`config.mk`:
```
export PLATFORM = sky130hd
export DESIGN_NAME = delta_timer_event_queue_flat
export DESIGN_NICKNAME = d
export VERILOG_FILES = /design/src/design/dteq_pkg.sv /design/src/design/dteq_req_if.sv /design/src/design/dteq_res_if.sv /design/src/design/dteq_out_reg.sv /design/src/design/delta_timer_event_queue.sv /design/src/flat_wrapper.sv
export SDC_FILE = /design/constraint.sdc
export NUM_CORES = 2
export LEC_CHECK = 0
export BUFFER_PORTS_ARGS = -buffer_cell sky130_fd_sc_hd__buf_2
export CAP_MARGIN = 40
export CORE_MARGIN = 2
export CORE_UTILIZATION = 45
export DETAILED_ROUTE_END_ITERATION = 10
export SLEW_MARGIN = 20
export SYNTH_ARGS = -nofsm -noshare
export SYNTH_HDL_FRONTEND = slang
export SYNTH_SLANG_ARGS = --single-unit
export TNS_END_PERCENT = 5
```
`constraint.sdc`:
```
create_clock -name clk -period 7.11 [get_ports clk]
set_input_delay 0 -clock clk [delete_from_list [all_inputs] [get_ports clk]]
set_output_delay 0 -clock clk [all_outputs]
set_load 0.03 [all_outputs]
```
`src/design/dteq_pkg.sv`:
```
`default_nettype none

package dteq_pkg;

  localparam int NUM_SLOTS = 16;
  localparam int SLOT_W    = $clog2(NUM_SLOTS);
  localparam int CNT_W     = SLOT_W + 1;
  localparam int RANK_W    = SLOT_W;
  localparam int TYPE_W    = 3;
  localparam int KIND_W    = 2;
  localparam int DELAY_W   = 32;
  localparam int ARG_W     = 32;
  localparam int REM_W     = 31;

  typedef enum logic [TYPE_W-1:0] {
    REQ_ARM    = 3'd0,
    REQ_DISARM = 3'd1,
    REQ_QUERY  = 3'd2,
    REQ_REARM  = 3'd3,
    REQ_TICK   = 3'd4
  } req_type_t;

  typedef enum logic [KIND_W-1:0] {
    RES_FIRED     = 2'd0,
    RES_QUERY     = 2'd1,
    RES_DONE      = 2'd2,
    RES_NOT_ARMED = 2'd3
  } res_kind_t;

  typedef struct packed {
    logic [REM_W-1:0]  rem;
    logic [RANK_W-1:0] rank;
  } slot_ent_t;

  typedef struct packed {
    res_kind_t         kind;
    logic [SLOT_W-1:0] slot;
    logic [ARG_W-1:0]  arg;
    logic [REM_W-1:0]  rem;
    logic              last;
  } res_t;

  typedef struct packed {
    logic valid;
    res_t res;
  } res_load_t;

endpackage

`default_nettype wire

```
`src/design/dteq_req_if.sv`:
```
`default_nettype none

interface dteq_req_if;
  import dteq_pkg::*;

  logic                      valid;
  logic                      ready;
  logic [TYPE_W-1:0]         req_type;
  logic [SLOT_W-1:0]         slot_id;
  logic signed [DELAY_W-1:0] delay_ticks;
  logic [ARG_W-1:0]          event_arg;

  modport source (output valid, output req_type, output slot_id, output delay_ticks,
                  output event_arg, input ready);
  modport sink (input valid, input req_type, input slot_id, input delay_ticks,
                input event_arg, output ready);
endinterface

`default_nettype wire

```
`src/design/dteq_res_if.sv`:
```
`default_nettype none

interface dteq_res_if;
  import dteq_pkg::*;

  logic              valid;
  logic              ready;
  logic [KIND_W-1:0] result_kind;
  logic [SLOT_W-1:0] result_slot;
  logic [ARG_W-1:0]  fired_arg;
  logic [REM_W-1:0]  remaining_ticks;
  logic              last_result;

  modport source (output valid, output result_kind, output result_slot, output fired_arg,
                  output remaining_ticks, output last_result, input ready);
  modport sink (input valid, input result_kind, input result_slot, input fired_arg,
                input remaining_ticks, input last_result, output ready);
endinterface

`default_nettype wire

```
`src/design/dteq_out_reg.sv`:
```
`default_nettype none

module dteq_out_reg (
  input  logic                clk,
  input  logic                rst_n,
  input  dteq_pkg::res_load_t load_i,
  output logic                free_o,
  dteq_res_if.source          out_res
);
  import dteq_pkg::*;

  logic valid_r;
  res_t data_r;

  assign free_o = !valid_r || out_res.ready;

  always_ff @(posedge clk) begin
    if (!rst_n) begin
      valid_r <= 1'b0;
    end else if (load_i.valid) begin
      valid_r <= 1'b1;
    end else if (out_res.ready) begin
      valid_r <= 1'b0;
    end
  end

  always_ff @(posedge clk) begin
    if (load_i.valid) begin
      data_r <= load_i.res;
    end
  end

  assign out_res.valid           = valid_r;
  assign out_res.result_kind     = data_r.kind;
  assign out_res.result_slot     = data_r.slot;
  assign out_res.fired_arg       = data_r.arg;
  assign out_res.remaining_ticks = data_r.rem;
  assign out_res.last_result     = data_r.last;

endmodule

`default_nettype wire

```
`src/design/delta_timer_event_queue.sv`:
```
// Timer queue of 16 slots kept in deadline order, one request at a time. Each request gives
// one result, except a tick, which gives one fired result per expired slot (in deadline
// order, equal deadlines in insertion order) or a single done result; last_result marks the
// final one. Slot state lives in two one-port-read memories and is walked one entry per
// cycle: query, rearm to the same time and requests that leave the queue alone skip the
// walk; arm, disarm and rearm that move a slot take one walk of the slot memory; a tick takes
// a decrement walk and, if any slot expires, a rank fix-up walk, then an argument read per
// fired slot. Only the state, a walk flag, the active marks and the result valid are cleared
// by reset, so the block takes requests straight away.
`default_nettype none

module delta_timer_event_queue (
  input  logic       clk,
  input  logic       rst_n,
  dteq_req_if.sink   in_req,
  dteq_res_if.source out_res
);
  import dteq_pkg::*;

  typedef enum logic [3:0] {
    ST_IDLE,
    ST_DECIDE,
    ST_SWEEP,
    ST_PLACE,
    ST_TSCAN,
    ST_TFIX,
    ST_FRD,
    ST_FOUT,
    ST_SEND
  } state_t;

  state_t               state_r, state_nxt;
  logic [TYPE_W-1:0]    type_r, type_nxt;
  logic [SLOT_W-1:0]    id_r, id_nxt;
  logic [DELAY_W-1:0]   delay_r, delay_nxt;
  logic [ARG_W-1:0]     arg_r, arg_nxt;
  logic [NUM_SLOTS-1:0] armed_r, armed_nxt;
  logic [NUM_SLOTS-1:0] exp_r, exp_nxt;
  logic [CNT_W-1:0]     idx_r, idx_nxt;
  logic                 pv_r, pv_nxt;
  logic [SLOT_W-1:0]    pidx_r, pidx_nxt;
  logic [RANK_W-1:0]    r0_r, r0_nxt;
  logic                 unlink_r, unlink_nxt;
  logic                 link_r, link_nxt;
  logic [CNT_W-1:0]     cnt_r, cnt_nxt;
  logic [SLOT_W-1:0]    fj_r, fj_nxt;
  logic [SLOT_W-1:0]    fire_tab_r [NUM_SLOTS];
  logic [SLOT_W-1:0]    fire_tab_nxt [NUM_SLOTS];
  res_t                 pend_r, pend_nxt;

  slot_ent_t            mem_a [NUM_SLOTS];
  logic [ARG_W-1:0]     mem_b [NUM_SLOTS];
  slot_ent_t            rd_a_r;
  logic [ARG_W-1:0]     rd_b_r;
  logic [SLOT_W-1:0]    ra_a, ra_b, wa_a;
  logic                 we_a, we_b;
  slot_ent_t            wd_a;

  res_load_t            res_load;
  logic                 out_free;
  logic                 accept;
  logic                 positive;
  logic                 s_armed;
  logic                 sweep_end;
  logic [RANK_W-1:0]    rk_dec;
  logic [SLOT_W-1:0]    fire_slot;

  dteq_out_reg u_out (
    .clk     (clk),
    .rst_n   (rst_n),
    .load_i  (res_load),
    .free_o  (out_free),
    .out_res (out_res)
  );

  assign in_req.ready = (state_r == ST_IDLE);
  assign accept       = in_req.valid && in_req.ready;
  assign positive     = (delay_r != '0) && !delay_r[DELAY_W-1];
  assign s_armed      = armed_r[id_r];
  assign sweep_end    = pv_r && (pidx_r == SLOT_W'(NUM_SLOTS - 1));
  assign fire_slot    = fire_tab_r[fj_r];
  assign rk_dec       = rd_a_r.rank - RANK_W'(unlink_r && (rd_a_r.rank > r0_r));

  always_ff @(posedge clk) begin
    if (we_a) begin
      mem_a[wa_a] <= wd_a;
    end
    rd_a_r <= mem_a[ra_a];
  end

  always_ff @(posedge clk) begin
    if (we_b) begin
      mem_b[id_r] <= arg_r;
    end
    rd_b_r <= mem_b[ra_b];
  end

  always_comb begin
    state_nxt    = state_r;
    type_nxt     = type_r;
    id_nxt       = id_r;
    delay_nxt    = delay_r;
    arg_nxt      = arg_r;
    armed_nxt    = armed_r;
    exp_nxt      = exp_r;
    idx_nxt      = idx_r;
    pv_nxt       = 1'b0;
    pidx_nxt     = pidx_r;
    r0_nxt       = r0_r;
    unlink_nxt   = unlink_r;
    link_nxt     = link_r;
    cnt_nxt      = cnt_r;
    fj_nxt       = fj_r;
    fire_tab_nxt = fire_tab_r;
    pend_nxt     = pend_r;
    ra_a         = id_r;
    ra_b         = id_r;
    we_a         = 1'b0;
    wa_a         = pidx_r;
    wd_a         = rd_a_r;
    we_b         = 1'b0;
    res_load     = '0;

    if (state_r == ST_SWEEP || state_r == ST_TSCAN || state_r == ST_TFIX) begin
      ra_a     = idx_r[SLOT_W-1:0];
      idx_nxt  = idx_r + CNT_W'(!idx_r[CNT_W-1]);
      pv_nxt   = !idx_r[CNT_W-1];
      pidx_nxt = idx_r[SLOT_W-1:0];
    end

    case (state_r)
      ST_IDLE: begin
        ra_a = in_req.slot_id;
        ra_b = in_req.slot_id;
        if (accept) begin
          type_nxt  = in_req.req_type;
          id_nxt    = in_req.slot_id;
          delay_nxt = $unsigned(in_req.delay_ticks);
          arg_nxt   = in_req.event_arg;
          exp_nxt   = '0;
          cnt_nxt   = '0;
          idx_nxt   = '0;
          state_nxt = (in_req.req_type == REQ_TICK) ? ST_TSCAN : ST_DECIDE;
        end
      end

      ST_DECIDE: begin
        pend_nxt.kind = RES_DONE;
        pend_nxt.slot = id_r;
        pend_nxt.arg  = '0;
        pend_nxt.rem  = '0;
        pend_nxt.last = 1'b1;
        r0_nxt        = rd_a_r.rank;
        unlink_nxt    = s_armed;
        link_nxt      = 1'b0;
        idx_nxt       = '0;
        cnt_nxt       = '0;
        state_nxt     = ST_SEND;
        case (req_type_t'(type_r))
          REQ_ARM: begin
            we_b     = 1'b1;
            link_nxt = positive;
            if (!positive) begin
              pend_nxt.kind = RES_FIRED;
              pend_nxt.arg  = arg_r;
            end
            if (s_armed || positive) begin
              state_nxt = ST_SWEEP;
            end
          end
          REQ_DISARM: begin
            if (s_armed) begin
              state_nxt = ST_SWEEP;
            end
          end
          REQ_QUERY: begin
            pend_nxt.kind = RES_QUERY;
            pend_nxt.rem  = s_armed ? rd_a_r.rem : '0;
          end
          REQ_REARM: begin
            if (!s_armed) begin
              pend_nxt.kind = RES_NOT_ARMED;
            end else if (!(positive && delay_r[REM_W-1:0] == rd_a_r.rem)) begin
              link_nxt  = positive;
              state_nxt = ST_SWEEP;
              if (!positive) begin
                pend_nxt.kind = RES_FIRED;
                pend_nxt.arg  = rd_b_r;
              end
            end
          end
          default: begin
          end
        endcase
      end

      ST_SWEEP: begin
        if (pv_r && armed_r[pidx_r] && pidx_r != id_r) begin
          we_a         = 1'b1;
          wd_a.rem     = rd_a_r.rem;
          wd_a.rank    = rk_dec;
          if (link_r) begin
            if (rd_a_r.rem > delay_r[REM_W-1:0]) begin
              wd_a.rank = rk_dec + RANK_W'(1);
            end else begin
              cnt_nxt = cnt_r + CNT_W'(1);
            end
          end
        end
        if (sweep_end) begin
          state_nxt = ST_PLACE;
        end
      end

      ST_PLACE: begin
        wa_a = id_r;
        if (link_r) begin
          we_a            = 1'b1;
          wd_a.rem        = delay_r[REM_W-1:0];
          wd_a.rank       = cnt_r[RANK_W-1:0];
          armed_nxt[id_r] = 1'b1;
        end else begin
          armed_nxt[id_r] = 1'b0;
        end
        state_nxt = ST_SEND;
      end

      ST_TSCAN: begin
        if (pv_r && armed_r[pidx_r]) begin
          we_a     = 1'b1;
          wd_a.rem = rd_a_r.rem - REM_W'(rd_a_r.rem != '0);
          if (rd_a_r.rem == REM_W'(1)) begin
            exp_nxt[pidx_r]            = 1'b1;
            fire_tab_nxt[rd_a_r.rank]  = pidx_r;
            cnt_nxt                    = cnt_r + CNT_W'(1);
          end
        end
        if (sweep_end) begin
          if (cnt_nxt == '0) begin
            pend_nxt.kind = RES_DONE;
            pend_nxt.slot = '0;
            pend_nxt.arg  = '0;
            pend_nxt.rem  = '0;
            pend_nxt.last = 1'b1;
            state_nxt     = ST_SEND;
          end else begin
            idx_nxt   = '0;
            pv_nxt    = 1'b0;
            state_nxt = ST_TFIX;
          end
        end
      end

      ST_TFIX: begin
        if (pv_r && armed_r[pidx_r] && !exp_r[pidx_r]) begin
          we_a      = 1'b1;
          wd_a.rank = rd_a_r.rank - cnt_r[RANK_W-1:0];
        end
        if (sweep_end) begin
          armed_nxt = armed_r & ~exp_r;
          fj_nxt    = '0;
          state_nxt = ST_FRD;
        end
      end

      ST_FRD: begin
        ra_b      = fire_slot;
        state_nxt = ST_FOUT;
      end

      ST_FOUT: begin
        ra_b = fire_slot;
        if (out_free) begin
          res_load.valid    = 1'b1;
          res_load.res.kind = RES_FIRED;
          res_load.res.slot = fire_slot;
          res_load.res.arg  = rd_b_r;
          res_load.res.rem  = '0;
          res_load.res.last = ({1'b0, fj_r} == cnt_r - CNT_W'(1));
          if (res_load.res.last) begin
            state_nxt = ST_IDLE;
          end else begin
            fj_nxt    = fj_r + SLOT_W'(1);
            state_nxt = ST_FRD;
          end
        end
      end

      ST_SEND: begin
        if (out_free) begin
          res_load.valid = 1'b1;
          res_load.res   = pend_r;
          state_nxt      = ST_IDLE;
        end
      end

      default: begin
        state_nxt = ST_IDLE;
      end
    endcase
  end

  always_ff @(posedge clk) begin
    if (!rst_n) begin
      state_r <= ST_IDLE;
      armed_r <= '0;
      pv_r    <= 1'b0;
    end else begin
      state_r <= state_nxt;
      armed_r <= armed_nxt;
      pv_r    <= pv_nxt;
    end
    type_r     <= type_nxt;
    id_r       <= id_nxt;
    delay_r    <= delay_nxt;
    arg_r      <= arg_nxt;
    exp_r      <= exp_nxt;
    idx_r      <= idx_nxt;
    pidx_r     <= pidx_nxt;
    r0_r       <= r0_nxt;
    unlink_r   <= unlink_nxt;
    link_r     <= link_nxt;
    cnt_r      <= cnt_nxt;
    fj_r       <= fj_nxt;
    fire_tab_r <= fire_tab_nxt;
    pend_r     <= pend_nxt;
  end

  a_one_request: assert property (@(posedge clk) disable iff (!rst_n)
    accept |=> !in_req.ready)
    else $error("request taken while another is in progress");

  a_load_free: assert property (@(posedge clk) disable iff (!rst_n)
    res_load.valid |-> out_free)
    else $error("result loaded over an untaken result");

  a_fire_index: assert property (@(posedge clk) disable iff (!rst_n)
    (state_r == ST_FOUT) |-> (cnt_r != '0 && {1'b0, fj_r} < cnt_r))
    else $error("fire index beyond expired count");

  a_link_pos: assert property (@(posedge clk) disable iff (!rst_n)
    (state_r == ST_PLACE && link_r) |-> (cnt_r <= $countones(armed_r)))
    else $error("queue position beyond armed slots");

endmodule

`default_nettype wire

```
`src/flat_wrapper.sv`:
```
// flat-port wrapper written by rule: the top's interface ports become plain ports
module delta_timer_event_queue_flat import dteq_pkg::*;
  (clk, rst_n, in_req_valid, in_req_req_type, in_req_slot_id, in_req_delay_ticks, in_req_event_arg, in_req_ready, out_res_valid, out_res_result_kind, out_res_result_slot, out_res_fired_arg, out_res_remaining_ticks, out_res_last_result, out_res_ready);
  dteq_req_if in_req_i ();
  dteq_res_if out_res_i ();
  input  logic clk;
  input  logic rst_n;
  input wire logic [$bits(in_req_i.valid)-1:0] in_req_valid;
  input wire logic [$bits(in_req_i.req_type)-1:0] in_req_req_type;
  input wire logic [$bits(in_req_i.slot_id)-1:0] in_req_slot_id;
  input wire logic [$bits(in_req_i.delay_ticks)-1:0] in_req_delay_ticks;
  input wire logic [$bits(in_req_i.event_arg)-1:0] in_req_event_arg;
  output wire logic [$bits(in_req_i.ready)-1:0] in_req_ready;
  output wire logic [$bits(out_res_i.valid)-1:0] out_res_valid;
  output wire logic [$bits(out_res_i.result_kind)-1:0] out_res_result_kind;
  output wire logic [$bits(out_res_i.result_slot)-1:0] out_res_result_slot;
  output wire logic [$bits(out_res_i.fired_arg)-1:0] out_res_fired_arg;
  output wire logic [$bits(out_res_i.remaining_ticks)-1:0] out_res_remaining_ticks;
  output wire logic [$bits(out_res_i.last_result)-1:0] out_res_last_result;
  input wire logic [$bits(out_res_i.ready)-1:0] out_res_ready;
  assign in_req_i.valid = in_req_valid;
  assign in_req_i.req_type = in_req_req_type;
  assign in_req_i.slot_id = in_req_slot_id;
  assign in_req_i.delay_ticks = in_req_delay_ticks;
  assign in_req_i.event_arg = in_req_event_arg;
  assign in_req_ready = in_req_i.ready;
  assign out_res_valid = out_res_i.valid;
  assign out_res_result_kind = out_res_i.result_kind;
  assign out_res_result_slot = out_res_i.result_slot;
  assign out_res_fired_arg = out_res_i.fired_arg;
  assign out_res_remaining_ticks = out_res_i.remaining_ticks;
  assign out_res_last_result = out_res_i.last_result;
  assign out_res_i.ready = out_res_ready;
  delta_timer_event_queue u_core (.clk(clk), .rst_n(rst_n), .in_req(in_req_i), .out_res(out_res_i));
endmodule
```
# Yosys cells after proc, flatten, opt, wreduce, memory -nomap -nowiden
# Memories as Yosys holds them, arrays and structs flattened. A register that Yosys moved wholly into a read port is not among the register bits.
# Index checks and enable logic that the tools add are counted.
word_totals:
  wordCells: 242
  n_memories: 2
  ff_bits: 337
  rom_bits: 0
  latch_bits: 0
  mem_bits_rw: 1072
  output_inout_bits: 72
  inputBits: 75
classes:
  n_addsub: 8
  n_shift: 0
  order_cmp: 9
  bitwise: 8
  n_mul: 0
  n_div: 0
  n_eq_ne: 30
  mux: 104
  reduce_logical: 39
mem_list:
  columns: ["memory", "words", "width", "rd", "rd_clocked_by_memory_dff", "write_ports", "line", "rtl"]
  rows:
  - ["u_core.mem_a", 16, 35, 1, 1, 1, "delta_timer_event_queue.sv:51", "slot_ent_t mem_a [NUM_SLOTS];"]
  - ["u_core.mem_b", 16, 32, 1, 1, 1, "delta_timer_event_queue.sv:52", "logic [ARG_W-1:0] mem_b [NUM_SLOTS];"]
op_table:
  columns: ["op", "count"]
  rows:
  - ["$mux 71", 2]
  - ["$pmux 71 s2", 1]
  - ["$mux 70", 2]
  - ["$pmux 70 s2", 1]
  - ["$mux 32", 4]
  - ["$mux 4", 24]
  - ["$mux 31", 3]
  - ["$pmux 31 s3", 1]
  - ["$mux 16", 5]
  - ["$bwmux 64", 1]
  - ["$pmux 16 s2", 2]
  - ["$pmux 32 s2", 1]
  - ["$mux 5", 11]
  - ["$pmux 4 s9", 1]
  - ["$mux 35", 1]
  - ["$and 16x16->16", 2]
  - ["$not 16->16", 2]
  - ["$or 16x16->16", 2]
  - ["$reduce_bool 32->1", 1]
  - ["$eq 31x1->1 const B", 1]
  - ["$eq 31x31->1", 1]
  - ["$gt 31x31->1", 1]
  - ["$reduce_bool 31->1", 1]
  - ["$sub 31x1->31", 1]
  - ["51 further kinds", 126]

# Depth between registers and ports, before layout
depth:
  depth_word: 9
  ltp_mapped: 15
  depth_no_buf: 15

# Hierarchy
# A second synthesis with hierarchy kept.
hier_totals:
  cells_unflattened: 3630
  hier_area_um2: 58557.4
modules_own_cells:
  columns: ["module", "n_inst", "cells_each", "seq_area_each_um2", "area_per_inst_um2"]
  rows:
  - ["delta_timer_event_queue", 1, 3556, 41229.5, 56406.6]
  - ["dteq_out_reg", 1, 74, 2122.0, 2150.8]

# Worst setup path before layout
# No wires, ideal clock.
synth_timing:
  path_type: "register to register"
  from: "reg u_core.pidx_r[0]"
  to: "reg u_core.pend_r[10] in the netlist's numbering, enable pin"
  path_stages_with_launch: 8
  period_less_slack_ns: 7.899
  required_ns: 6.512
  slack_ns: -0.789
  path_buffers: 1
  arrival_ns: 7.301
  setup_time_ns: 0.598
  path_cell_list: "edfxtp_1 -> buf_2 -> mux4_2 -> mux2_2 -> a32o_1 -> nand4_4 -> mux2i_2 -> o31ai_1"
synth_between:
  elab_chain_cells: 8
  word_cells_on_any_way: 11
  cone_classes: "eq/ne (3); mux (4); reduce/logical (4)"
synth_rtl:
  columns: ["element", "line", "rtl"]
  rows:
  - ["start, declared", "delta_timer_event_queue.sv:41", "logic [SLOT_W-1:0] pidx_r, pidx_nxt;"]
  - ["start signal, assigned", "delta_timer_event_queue.sv:319", "pidx_r <= pidx_nxt;"]
  - ["$bmux 1 s4", "delta_timer_event_queue.sv:229", "if (pv_r && armed_r[pidx_r]) begin"]
  - ["$mux 1 (implied by the code)", "delta_timer_event_queue.sv:229", null]
  - ["$logic_and 1x1->1", "delta_timer_event_queue.sv:229", null]
  - ["$mux 5", "delta_timer_event_queue.sv:229", null]
  - ["$mux 5", "delta_timer_event_queue.sv:131", "case (state_r)"]
  - ["$logic_not 5->1", "delta_timer_event_queue.sv:239", "if (cnt_nxt == '0) begin"]
  - ["$ne 2x2->1 (no source line)", null, null]
  - ["$reduce_and 3->1 (no source line) (*)", null, null]
  - ["end signal, assigned", "delta_timer_event_queue.sv:326", "pend_r <= pend_nxt;"]
  - ["end, declared", "delta_timer_event_queue.sv:49", "res_t pend_r, pend_nxt;"]
# Every way passes the cells marked *; elsewhere a longest branch is shown, timed or not. The select of a mux whose other input is x is not followed.
# A chain may end at the register's enable or synchronous reset.

# Worst setup path in the final report
layout_timing:
  from: "reg, netlist name u_core.rd_a_r[12]"
  to: "reg u_core.pend_r[18] in the netlist's numbering, enable pin"
layout_between:
  elab_chain_cells: 7
layout_rtl:
  columns: ["element", "line", "rtl"]
  rows:
  - ["$eq 31x1->1", "delta_timer_event_queue.sv:232", "if (rd_a_r.rem == REM_W'(1)) begin"]
  - ["$mux 5", "delta_timer_event_queue.sv:232", null]
  - ["$mux 5", "delta_timer_event_queue.sv:229", null]
  - ["$mux 5", "delta_timer_event_queue.sv:131", null]
  - ["$logic_not 5->1", "delta_timer_event_queue.sv:239", null]
  - ["$ne 2x2->1 (no source line)", null, null]
  - ["$reduce_and 3->1 (no source line)", null, null]
# Every way passes these cells. The select of a mux whose other input is x is not followed.

==> impl_metrics.json <==
{
  "cp.arrival_ns": 4.77,
  "antenna_found_initial": 5,
  "fin_worst_skew_ns": 0.03233,
  "hold_violations": 0,
  "fillers": 10269,
  "cp-start-kind": "register",
  "fmax_mhz": 229.0,
  "crit_path_cell_trace": "or4_4, or4_4, nor4_4, nand4_4, mux2i_2, o31ai_4, buf_4, buf_4",
  "reg2reg_depth": 8,
  "pre_cts_ws_ns": 2.566,
  "worst_slack_ns": 2.743,
  "finalNetCount": 3914,
  "rsz0062_at_grt": "false",
  "yosysSeqAreaShare_pct": 74.13,
  "power_frac_comb_pct": 30.8,
  "rows": 132,
  "p_leak_nw": 23.15,
  "grt_max_degree": 96,
  "ios": 147,
  "whs_endpoint": "u_core.arg_r[4]",
  "yosys_warnings": 0,
  "cp-startpoint": "u_core.rd_a_r[12]",
  "synth_fp_nets": 3529,
  "worst-slew-pin-transition_ns": 0.8692,
  "cts_resized": 0,
  "hp-class": "input port to register",
  "start_util_pct": 45.22,
  "grt_pass1_wl_um": 222200,
  "status": "finished clean",
  "core_area_um2": 129300,
  "intPower_mw": 19.22,
  "synth_cells": 3405,
  "grt_use_total_pct": 23.04,
  "critPathSlowestCell": "buf_4",
  "place_congestion": 0.9130,
  "relSlewSlack_pct": 42.05,
  "cts_tree": "done",
  "io_buffers": 146,
  "power.density_nw_per_um2": 420.8,
  "hold_buffers": 141,
  "drtPass1Iterations": 6,
  "finalMaxSlewViolations": 0,
  "hp-start": "in_req_event_arg[4]",
  "path_buf_inv": 2,
  "grt_pass1_vias": 32880,
  "synth_top_area_cell": "edfxtp_1",
  "timing.rr.start": "u_core.rd_a_r[12]",
  "vias_per_cell": 5.878,
  "path_max_fanout": 44,
  "antenna_left": 0,
  "p_switching_mw": 9.738,
  "routed_wl_um": 152800,
  "worstPathRequired_ns": 7.52,
  "maxCapViolations": 0,
  "ys_seq_elements": 1475,
  "synth.most_common_cell": "edfxtp_1",
  "synthFlopType": "edfxtp_1",
  "synth.area.top_cells": "edfxtp_1 71%, mux4_2 6.4%, dfxtp_1 3.2%",
  "power.share.switching_pct": 33.63,
  "grt-ovfl-total": 0,
  "crit_family": "simple AND/OR/NAND/NOR gates",
  "period_needed_ns": 4.367,
  "clockBufferDepth": 3,
  "h-tree-depth": 4,
  "num_vias": 33279,
  "die_area_um2": 132900,
  "syn_area_um2": 58480,
  "dp_hpwl_um": 90810,
  "die_w_um": 364.5,
  "slowest_delay_ns": 0.71,
  "async_flop_share_pct": 0,
  "r2r-end": "u_core.pend_r[18]",
  "avgSynthCellArea_um2": 17.18,
  "seqPwrFrac_pct": 41.1,
  "setup_viol": 0,
  "tns_ns": 0,
  "period_share_pct": 61.42,
  "clock_sinks": 1475,
  "ys_types": 70,
  "ir_worst_vdd_mv": 0.3557,
  "synth_common_cells": "1,381 x edfxtp_1, 257 x nand2_1, 185 x nor2_1, 167 x mux4_2, 151 x mux2i_1",
  "hold_depth": 2,
  "clock_latency_ns": 0.80,
  "path_clk_slew_ns": 0.06,
  "yosys.area.top_type_share_pct": 70.91,
  "drive_gt1_share_pct": 21.35,
  "routedWlPerCell_um": 26.98,
  "postCtsSetupBuffers": 0,
  "rrSetupSlack_ns": 2.74,
  "drt_iter0_drc": 3475,
  "endpoint_kind": "register",
  "die_h_um": 364.5,
  "power.share.clock_pct": 28.2,
  "synthToLayoutAreaGrowth_pct": 17.69,
  "cts_buffers": 154,
  "route.detailed.drc": 0,
  "root_buffer": "clkbuf_16",
  "synth_edf_count": 1381,
  "critical_path_class": "register to register"
}
## power by group through the flow
stage | clock network (mW) | logic (mW) | registers, mW
6_report | 8.16 | 8.92 | 11.9
2_1_floorplan | 0 | 5.80 | 11.7
4_1_cts | 8.30 | 8.92 | 11.9
3_5_place_dp | 0 | 8.84 | 12.0
3_3_place_gp | 0 | 8.60 | 12.0
5_1_grt | 8.61 | 9.62 | 11.9
## logic make-up after synthesis
| kind of cell | share of synthesized area (%) |
|---|---|
| mux | 10.33 |
| fa+ha+maj | 1.061 |
| xor+xnor | 0.3295 |
| compound gates | 6.686 |
| simple gates | 5.755 |
| flops | 74.13 |
| buf+inv | 1.709 |
## stage by stage
stage,std cells,instance area [um2],hold slack [ns],utilization [%],power [mW]
floorplan,3405,58490,0.09887,-,17.51
global placement,5206,61890,0.1761,47.86,20.64
detailed placement,5228,62190,0.1781,48.09,20.87
CTS,5651,68730,0.01624,53.15,29.08
global route,5658,68820,0.07186,53.22,30.17
finish,5662,68830,0.08161,53.22,28.96
## how the worst max path moves through the flow
stage               slack, ns                           endpoint  cells past startpoint
floorplan                0.54  u_core.u_out.out_res.fired_arg[0]                      5
global placement         2.42                 u_core.mem_a[2][2]                     10
detailed placement       2.57               u_core.mem_a[12][25]                      9
CTS                      2.53                u_core.mem_a[3][15]                     10
global route             2.63                   u_core.pend_r[9]                      8
finish                   2.74                  u_core.pend_r[18]                      8
## worst register-to-register path: stages (launching register included)
cell and delay (ns):
dfxtp_1 0.37, or4_4 0.59, or4_4 0.47, nor4_4 0.60, nand4_4 0.25, mux2i_2 0.25, o31ai_4 0.23, buf_4 0.42
buf_4 0.77
## sequential cells by signal, indices dropped and copies added (netlist names), 2 cells and up, named ones only
register and cells:
u_core.type_r 3, u_core.pidx_r 4, u_core.cnt_r 5, u_core.rd_a_r 35, u_core.rd_b_r 32, u_core.fire_tab_r 64
u_core.u_out.out_res.result_slot 4, u_core.id_r 4, u_core.u_out.out_res.remaining_ticks 31, u_core.delay_r 32, u_core.mem_b 512, u_core.arg_r 32
u_core.r0_r 4, u_core.pend_r 69, u_core.mem_a 560, u_core.exp_r 16, u_core.u_out.out_res.fired_arg 32, u_core.state_r 4
u_core.fj_r 4, u_core.idx_r 5, u_core.u_out.out_res.result_kind 2
## placed cells by master (no fill, tap or decap), types with 14 or more instances in the layout
cell / Yosys / routed
edfxtp_1: 1381 / 1381
and2_1: 71 / 69
dlygate4sd3_1: 0 / 141
a22oi_1: 110 / 110
o221ai_1: 44 / 38
o21ai_0: 40 / 38
mux2i_1: 151 / 151
nand2_1: 257 / 256
nand3_1: 41 / 40
inv_1: 56 / 56
nor2b_1: 17 / 15
buf_2: 31 / 151
xnor2_1: 15 / 15
buf_4: 11 / 108
clkinv_1: 0 / 21
o221a_2: 16 / 16
mux4_2: 167 / 167
a32o_1: 64 / 64
nor3_1: 73 / 70
dfxtp_1: 94 / 94
nand2b_1: 15 / 14
a21oi_1: 69 / 67
mux2_2: 67 / 67
nor2_4: 0 / 40
ha_1: 48 / 48
clkbuf_1: 135 / 34
clkinv_2: 0 / 22
o211ai_1: 21 / 21
clkbuf_16: 0 / 155
nor2_1: 185 / 144
a22o_1: 38 / 38
bufinv_16: 0 / 18
a221oi_1: 32 / 32
## final cells by class
cell class	count	area, um2	area share (%)
flip-flops and latches	1475	43350	62.98
multi-input cells	1685	14620	21.24
clock buffers	196	4103	5.961
repair buffers	418	3334	4.845
well taps	1742	2180	3.167
clock inverters	86	1022	1.485
inverters	56	210.2	0.3054
diodes	4	10.01	0.01454
## routing by layer
layer / global-route usage (%) / part of all wire [%] / vias up
li1: - / - / 14406
met1: 31.90 / 42 / 17220
met2: 37.11 / 48 / 1394
met3: 3.727 / 7.6 / 259
met4: 8.175 / 2.8 / 0
met5: 0 / 0 / -
Note: power is estimated with default switching activity, not from simulation.
